==> src/spq_pkg.sv <==
package spq_pkg;

   localparam logic CMD_PUSH = 1'b0;
   localparam logic CMD_POP  = 1'b1;

   localparam logic [1:0] ST_DONE      = 2'd0;
   localparam logic [1:0] ST_POP_EMPTY = 2'd1;
   localparam logic [1:0] ST_PUSH_FULL = 2'd2;

   typedef struct packed {
      logic        command;
      logic [7:0]  item_value;
      logic [15:0] priority_req;
   } req_type;

   typedef struct packed {
      logic [7:0]  front_item;
      logic [15:0] front_priority;
      logic        is_empty;
      logic        is_full;
      logic [1:0]  status;
   } rsp_type;

   typedef struct packed {
      logic [7:0]  item;
      logic [15:0] prio;
   } entry_type;

   typedef struct packed {
      logic push;
      logic pop;
   } cell_ctrl_type;

endpackage

==> src/spq_cell.sv <==
module spq_cell (
   input  logic                  clock,
   input  spq_pkg::cell_ctrl_type ctrl,
   input  spq_pkg::entry_type    new_entry,
   input  logic                  occupied,
   input  logic                  first_free,
   input  logic                  prev_greater,
   input  spq_pkg::entry_type    prev_entry,
   input  spq_pkg::entry_type    next_entry,
   output logic                  greater,
   output spq_pkg::entry_type    entry
);
   import spq_pkg::*;

   entry_type entry_ff;
   entry_type entry_in;

   // stored entry sorts behind the new one
   assign greater = occupied && (entry_ff.prio > new_entry.prio);
   assign entry   = entry_ff;

   always_comb begin
      entry_in = entry_ff;
      if (ctrl.push) begin
         if (greater || first_free) begin
            if (prev_greater) begin
               entry_in = prev_entry;
            end else begin
               entry_in = new_entry;
            end
         end
      end else if (ctrl.pop) begin
         entry_in = next_entry;
      end
   end

   always_ff @(posedge clock) begin
      entry_ff <= entry_in;
   end

endmodule

==> src/stable_priority_queue.sv <==
// response: the strobe rises in the cycle after the command is taken
// throughput: one command per cycle; all cells shift or load together,
// so busy stays low
// reset: synchronous, active high; clears the entry count (queue empty) and
// the response strobe; cell contents are not cleared
module stable_priority_queue #(
   parameter int CAPACITY = 16
) (
   input  logic             clock,
   input  logic             reset,
   input  logic             start,
   output logic             busy,
   input  spq_pkg::req_type req_data,
   output logic             rsp_valid,
   output spq_pkg::rsp_type rsp_data
);
   import spq_pkg::*;

   localparam int CW = $clog2(CAPACITY + 1);

   logic [CW-1:0] count_ff;
   logic [CW-1:0] count_in;
   logic          rsp_valid_ff;
   logic [1:0]    status_ff;
   logic [1:0]    status_in;

   logic          accept;
   logic          full;
   logic          empty;
   cell_ctrl_type ctrl;
   entry_type     new_entry;
   entry_type     cell_entry [CAPACITY];
   logic          cell_greater [CAPACITY];

   assign busy      = 1'b0;
   assign accept    = start && !busy;
   assign full      = (count_ff == CW'(CAPACITY));
   assign empty     = (count_ff == '0);
   assign new_entry = '{item: req_data.item_value, prio: req_data.priority_req};

   always_comb begin
      ctrl      = '0;
      count_in  = count_ff;
      status_in = ST_DONE;
      if (accept) begin
         if (req_data.command == CMD_PUSH) begin
            if (full) begin
               status_in = ST_PUSH_FULL;
            end else begin
               ctrl.push = 1'b1;
               count_in  = count_ff + CW'(1);
            end
         end else begin
            if (empty) begin
               status_in = ST_POP_EMPTY;
            end else begin
               ctrl.pop = 1'b1;
               count_in = count_ff - CW'(1);
            end
         end
      end
   end

   for (genvar i = 0; i < CAPACITY; i++) begin : g_cell
      logic      occupied;
      logic      first_free;
      logic      prev_greater;
      entry_type prev_entry;
      entry_type next_entry;

      assign occupied   = (CW'(i) < count_ff);
      assign first_free = (CW'(i) == count_ff);

      if (i == 0) begin : g_head
         assign prev_greater = 1'b0;
         assign prev_entry   = new_entry;
      end else begin : g_body
         assign prev_greater = cell_greater[i-1];
         assign prev_entry   = cell_entry[i-1];
      end

      // last cell has nothing behind it; its content is dead after a pop
      if (i == CAPACITY - 1) begin : g_tail
         assign next_entry = cell_entry[i];
      end else begin : g_mid
         assign next_entry = cell_entry[i+1];
      end

      spq_cell u_cell (
         .clock       (clock),
         .ctrl        (ctrl),
         .new_entry   (new_entry),
         .occupied    (occupied),
         .first_free  (first_free),
         .prev_greater(prev_greater),
         .prev_entry  (prev_entry),
         .next_entry  (next_entry),
         .greater     (cell_greater[i]),
         .entry       (cell_entry[i])
      );
   end

   always_ff @(posedge clock) begin
      if (reset) begin
         count_ff     <= '0;
         rsp_valid_ff <= 1'b0;
      end else begin
         count_ff     <= count_in;
         rsp_valid_ff <= accept;
      end
      status_ff <= status_in;
   end

   assign rsp_valid               = rsp_valid_ff;
   assign rsp_data.front_item     = empty ? 8'd0 : cell_entry[0].item;
   assign rsp_data.front_priority = empty ? 16'd0 : cell_entry[0].prio;
   assign rsp_data.is_empty       = empty;
   assign rsp_data.is_full        = full;
   assign rsp_data.status         = status_ff;

`ifndef ASSERT_OFF
   a_count_range: assert property (@(posedge clock) disable iff (reset)
      count_ff <= CW'(CAPACITY))
      else $error("entry count above capacity");

   a_push_grows: assert property (@(posedge clock) disable iff (reset)
      ctrl.push |=> (count_ff == $past(count_ff) + CW'(1)) && (status_ff == ST_DONE))
      else $error("push did not add one entry");

   a_refused_holds: assert property (@(posedge clock) disable iff (reset)
      (accept && !ctrl.push && !ctrl.pop) |=> $stable(count_ff) && (status_ff != ST_DONE))
      else $error("refused command changed the queue");

   a_front_sorted: assert property (@(posedge clock) disable iff (reset)
      (count_ff >= CW'(2)) |-> (cell_entry[0].prio <= cell_entry[1].prio))
      else $error("front cells out of order");
`endif

endmodule
==> config.mk <==
export PLATFORM = sky130hd
export DESIGN_NAME = stable_priority_queue
export DESIGN_NICKNAME = d
export VERILOG_FILES = /design/src/spq_pkg.sv /design/src/spq_cell.sv /design/src/stable_priority_queue.sv
export SDC_FILE = /design/constraint.sdc
export NUM_CORES = 1
export LEC_CHECK = 0
export ABC_AREA = 1
export BUFFER_PORTS_ARGS = -buffer_cell sky130_fd_sc_hd__buf_2
export CAP_MARGIN = 10
export CORE_MARGIN = 1
export CORE_UTILIZATION = 60
export CTS_CLUSTER_SIZE = 8
export DETAILED_ROUTE_END_ITERATION = 8
export PLACE_DENSITY = 0.81
export SLEW_MARGIN = 20
export SYNTH_ARGS = -nofsm -noshare
export SYNTH_HDL_FRONTEND = slang
export SYNTH_SLANG_ARGS = --single-unit
==> constraint.sdc <==
create_clock -name clock -period 6.65 [get_ports clock]
set_clock_uncertainty 0.15 [all_clocks]
set_input_delay 1.6625 -clock clock [delete_from_list [all_inputs] [get_ports clock]]
set_output_delay 1.6625 -clock clock [all_outputs]
set_load 0.02 [all_outputs]
======== Word level (Yosys, flattened, before mapping) ========
Cells that the tools add are included.
operators by class
  add/sub/neg operators ................... 2
  multipliers ............................. 0
  div/mod/pow operators ................... 0
  magnitude comparators ................... 32
  equal/unequal tests ..................... 33
  shift-type cells ........................ 0
  multiplexer cells ....................... 73
  bitwise logic cells ..................... 0
  reductions and logical operators ........ 51
operator list
  kind                                                                         number
  24-bit 2-to-1 mux                                                            60
  16-bit greater-than comparator                                               16
  4-bit by 5-bit equality test with 1-bit output, first input constant         8
  4-bit by 5-bit less-than comparator with 1-bit output, first input constant  8
  2-bit AND reduction                                                          16
  2-bit by 1-bit inequality test with 1-bit output, second input constant      15
  3-bit by 5-bit equality test with 1-bit output, first input constant         4
  3-bit by 5-bit less-than comparator with 1-bit output, first input constant  4
  1-bit logical AND                                                            16
  1-bit logical OR                                                             16
  16-bit 2-to-1 mux                                                            1
  5-bit 2-to-1 mux                                                             3
  2-bit by 5-bit equality test with 1-bit output, first input constant         2
  1-bit by 5-bit less-than comparator with 1-bit output, first input constant  2
  2-bit by 5-bit less-than comparator with 1-bit output, first input constant  2
  8-bit 2-to-1 mux                                                             1
  2-bit 2-to-1 mux                                                             3
  5-bit by 1-bit adder with 5-bit output, second input constant                1
  1-bit by 5-bit equality test with 1-bit output, first input constant         1
  5-bit equality test, second input constant                                   1
  5-bit logical NOT                                                            1
  1-bit 2-to-1 mux                                                             5
  5-bit by 1-bit subtractor with 5-bit output, second input constant           1
  2-bit inequality test, second input constant                                 2
  other kinds (2)                                                              2
word-level totals
  flip-flop bits (word level) ............. 392
  latch bits .............................. 0
  bits in writable memories ............... 0
  memory bits (read-only) ................. 0
  input port bits ......................... 28
  word-level logic and storage cells ...... 226
  memories kept ........................... 0

======== Longest topological paths before layout ========
  depth in word-level cells ............... 6
  gate-level depth with buffers ........... 16
  mapped depth without buffers ............ 15

======== Cells and area by module ========
Synthesis repeated with hierarchy kept, for this count alone.
unflattened totals
  cells, all modules ...................... 3,485
  area, all modules ....................... 27,372.5 µm²
modules (own cells, without submodules)
  module                 times used  cells each  area an instance (µm²)  sequential area each (µm²)
  spq_cell               16          207         1,652.8                 720.7
  stable_priority_queue  1           173         927.1                   160.2

======== Worst setup path before layout ========
OpenSTA, ideal clock, no wires.
  kind .................................... input -> register
  start ................................... in req_data[11] (netlist name)
  end ..................................... reg g_cell[9].u_cell.entry_ff, in the netlist g_cell[9].u_cell.entry[0] (enable)
  setup time .............................. 0.420 ns
  data arrival time ....................... 4.815 ns
  setup slack ............................. 1.266 ns
  cell stages on the path ................. 12
  path buffers ............................ 2
  path through ............................ inv_1 > clkbuf_1 > ha_1 > nand2_1 > inv_1 > nand3_1 > nor2_1 > nand2_1 > nand2_1 > nand2_2 > buf_2 > a31oi_1
on the way
  longest elaborated chain between the ends .. 5
ends and longest elaborated chain
  what                                                        line                         text
  from (decl)                                                 stable_priority_queue.sv:13  input spq_pkg::req_type req_data,
  16-bit greater-than comparator                              spq_cell.sv:19               assign greater = occupied && (entry_ff.prio > new_entry.prio);
  1-bit logical AND                                           spq_cell.sv:19
  1-bit logical OR                                            spq_cell.sv:25               if (greater || first_free) begin
  2-bit by 1-bit inequality test with 1-bit output (no line)  n/a
  2-bit AND reduction (no line)                               n/a
  to (signal assigned)                                        spq_cell.sv:38               entry_ff <= entry_in;
  to (decl)                                                   spq_cell.sv:15               entry_type entry_ff;
Every way passes these cells.
A chain may end at the register's enable or synchronous reset.

======== Final worst setup path ========
  start ................................... in req_data[8] (netlist name)
  end ..................................... reg g_cell[13].u_cell.entry_ff, in the netlist g_cell[13].u_cell.entry[20] (enable)
on the way
  longest elaborated chain between the ends .. 5
ends and longest elaborated chain
  what                                                        line
  16-bit greater-than comparator                              spq_cell.sv:19
  1-bit logical AND                                           spq_cell.sv:19
  1-bit logical OR                                            spq_cell.sv:25
  2-bit by 1-bit inequality test with 1-bit output (no line)  n/a
  2-bit AND reduction (no line)                               n/a
  to (signal assigned)                                        spq_cell.sv:38
  to (decl)                                                   spq_cell.sv:15
Every way passes these cells.

==> metrics.csv <==
stage,metric,value,unit
status,status,"finished, violations left",
status,failing checks,design-rule violations,
timing,unrepaired setup endpoints after global routing,no,
worst_setup_path,Crit Path Class,in2reg,
worst_setup_path,CP Data Arrival Time,4.84,ns
synthesis,"EDFF count, synth",384,
synthesis,Synth Instances,3800,
worst_setup_path,"most used cell, CP",nand2_1,
finish,most frequent cells in the layout,"nand2_1 (1383), nand3_1 (714), inv_1 (453), edfxtp_1 (384), ha_1 (261)",
clocking,# clock sinks,392,
clocking,"Reg clk slew, reported paths",0.05,ns
floorplanning,die width,220,um
clocking,clk_lat worst skew,0.62,ns
clocking,CTS Buf Count,54,
power_and_ir_drop,switching fraction of total power,34.0,%
power_and_ir_drop,pwr dens,246,nW/um^2
synthesis,asr flop ratio synth,0,%
flow_run,max-cap check violation count,0,
timing,fmax,212,MHz
clocking,# hold bufs at CTS,0,
synthesis,Synth Area per Inst,7.51,sq um
floorplanning,Starting Density,61.1,%
routing,drt wl/cell,20.6,um
worst_setup_path,slowest stage cell on the critical path,nand2_1,
clocking,CTS tree,done,
synthesis,post-synth net total,4089,
power_and_ir_drop,combinational group share of total power,24.9,%
worst_hold_path,hold crit path type,reg2reg,
routing,DRC viols,5,
timing,Final Hold Viols,0,
timing,Final period util,70.8,%
power_and_ir_drop,sequential fraction of design power,41.2,%
floorplanning,core box area,46800,sq um
global_route,first-pass GRT wire length,139000,um
placed_design,post-DP HPWL,64200,um
routing,first drt pass iteration count,9,
clocking,count of cells resized by post-cts repair,0,
power_and_ir_drop,Clk pwr share,33.9,%
worst_setup_path,worst path cell trace,buf_2 > inv_1 > buf_4 > ha_1 > nand2_1 > nor2_1 > nand2_1 > inv_1 > nand2_1 > nand2_1 > nand2_2 > a31oi_2 > buf_4,
worst_setup_path,CP Max Fanout,25,
global_route,GRT Util Overall,37.8,%
routing,Via density,6.07,
synthesis,post-synthesis sequential area ratio,40.9,%
floorplanning,Die ar.,48500,sq um
routing,DR iter-0 viols,3712,
placed_design,IO Port Bufs,56,
placed_design,Placed Cells,4359,
synthesis,"Warnings, synthesis",0,
floorplanning,I/O pin cnt,58,
power_and_ir_drop,Psw,0.00258,W
finish,"commonest non-fill, non-tap cell in the layout",nand2_1,
worst_setup_path,CP endpoint kind,flop,
timing,Final Max Tran Viols,0,
finish,nets,4097,
worst_setup_path,required time of the critical path,6.79,ns
clocking,clk root buf,clkbuf_16,
synthesis,"FF+latch count, synth",392,
power_and_ir_drop,Leak,15.5,nW
routing,total number of vias,26900,
floorplanning,site row count,79,
finish,Area Growth Syn to Fin,8.18,%
floorplanning,Die Ht,220,um
power_and_ir_drop,cell internal pwr,0.00502,W
routing,Total Wirelength,91400,um
finish,final core utilization,66.1,%
global_route,initial antenna violation count,4,
placed_design,GP Congestion,0.967,
routing,Post-DRT Antenna Nets,0,
power_and_ir_drop,Overall Power,0.00760,W
timing,Max transition margin,32.9,%
timing,TNS Setup,0,ns
timing,Final Critical Period,4.71,ns
worst_setup_path,Worst Path Buf+Inv,5,
placed_design,pre-CTS setup slack,1.49,ns
clocking,clk buf depth,3,
synthesis,Synth Cell Area,28600,sq um
global_route,overflow left after global routing,0,
synthesis,Synth Flop Type,edfxtp_1,
global_route,vias in the first global route,25300,
worst_setup_path,crit path launch type,primary input,
synthesis,distinct cell type count of the synthesized netlist,37,
timing,final setup fails,0,
finish,fin cells,4440,
clocking,H-tree levels,2,
timing,Setup WS post-layout,1.94,ns
worst_setup_path,slowest cell delay on critical path,0.57,ns
clocking,Setup Buffers After CTS,0,
global_route,largest net degree at the start of global routing,113,
finish,layout cells sized above 1,7.20,%
timing,worst slew pin tran,1.01,ns
worst_setup_path,CP top delay family,buffers and inverters,
power_and_ir_drop,VDD IR max,0.241,mV
-- per-stage QoR --
step | hold slack, ns | area [sq um]
6_report | 0.368 | 30900
5_1_grt | 0.395 | 30900
4_1_cts | 0.367 | 30900
3_5_place_dp | 0.356 | 29400
3_3_place_gp | 0.351 | 29400
2_1_floorplan | 0.336 | 28600
-- registers in the layout, indices dropped and copies added, names as in the netlist --
signal,cells
status_ff,2
g_cell.u_cell.entry,384
count_ff,5
rsp_valid,1
-- synth_stat cells (6+ instances only) --
cell type / instances / area (sq um)
nand2_1: 1383 / 5190
nand3_1: 714 / 3570
inv_1: 455 / 1710
edfxtp_1: 384 / 11500
ha_1: 261 / 3270
a21oi_1: 126 / 631
nor2_1: 112 / 420
buf_2: 105 / 526
clkbuf_1: 58 / 218
o21ai_0: 52 / 260
nand4_1: 19 / 119
buf_6: 18 / 203
a21o_1: 14 / 105
buf_4: 12 / 90.1
nand2_2: 12 / 75.1
nor2_4: 11 / 124
buf_1: 9 / 33.8
inv_2: 9 / 33.8
a31oi_1: 8 / 50.1
dfxtp_1: 8 / 160
nor3_1: 6 / 30.0
-- layer usage --
layer	up-vias	global-route usage, %	share of wire [%]
met2	1763	58.3	44
met5	-	1.11	0.17
met1	12300	47.2	37
li1	12500	-	-
met3	446	10.6	12
met4	6	22.7	6.6
-- tightest hold or removal path: stages (launching register included) --
cell	delay, ns
edfxtp_1	0.31
nand2_1	0.05
nand2_1	0.05
-- path summary, 6_finish.rpt --
check,from,to,slack (ns),depth (start not counted)
setup / recovery,req_data[8],g_cell[13].u_cell.entry[20]$_DFFE_PP_,1.94,13
hold / removal,g_cell[15].u_cell.entry[23]$_DFFE_PP_,g_cell[14].u_cell.entry[23]$_DFFE_PP_,0.37,2
setup reg to reg,count_ff[1]$_SDFFE_PP0P_,g_cell[4].u_cell.entry[19]$_DFFE_PP_,2.55,8
hold reg to reg,g_cell[15].u_cell.entry[23]$_DFFE_PP_,g_cell[14].u_cell.entry[23]$_DFFE_PP_,0.37,2
-- area by class of cell --
type	instances	area [sq um]
antenna	2	5.00
clock buffer	78	1460
clock inverter	1	8.76
fill	3957	15900
inverter	465	1760
multi-input combinational	2741	14100
sequential	392	11700
tap	607	759
timing repair buffer	154	1080
-- power groups by stage --
stage                     clock [W]  combinational [W]  sequential, W
final                       0.00258            0.00189        0.00313
after global routing        0.00266            0.00208        0.00314
after CTS                   0.00258            0.00183        0.00313
after detailed placement          0            0.00182        0.00317
after global placement            0            0.00177        0.00317
after floorplan                   0            0.00133        0.00311
-- cells by family (layout without fill, tap and decap cells) --
logic type	after synthesis	in the layout	synth area share, %
compound gates	213	213	4.04
xor+xnor	1	1	0.0307
fa+ha+maj	261	261	11.4
buf+inv	667	698	9.87
flops	392	392	40.9
other cells	1	3	0.0131
simple gates	2265	2265	33.7
No activity file was read; power rests on OpenSTA's default activity.
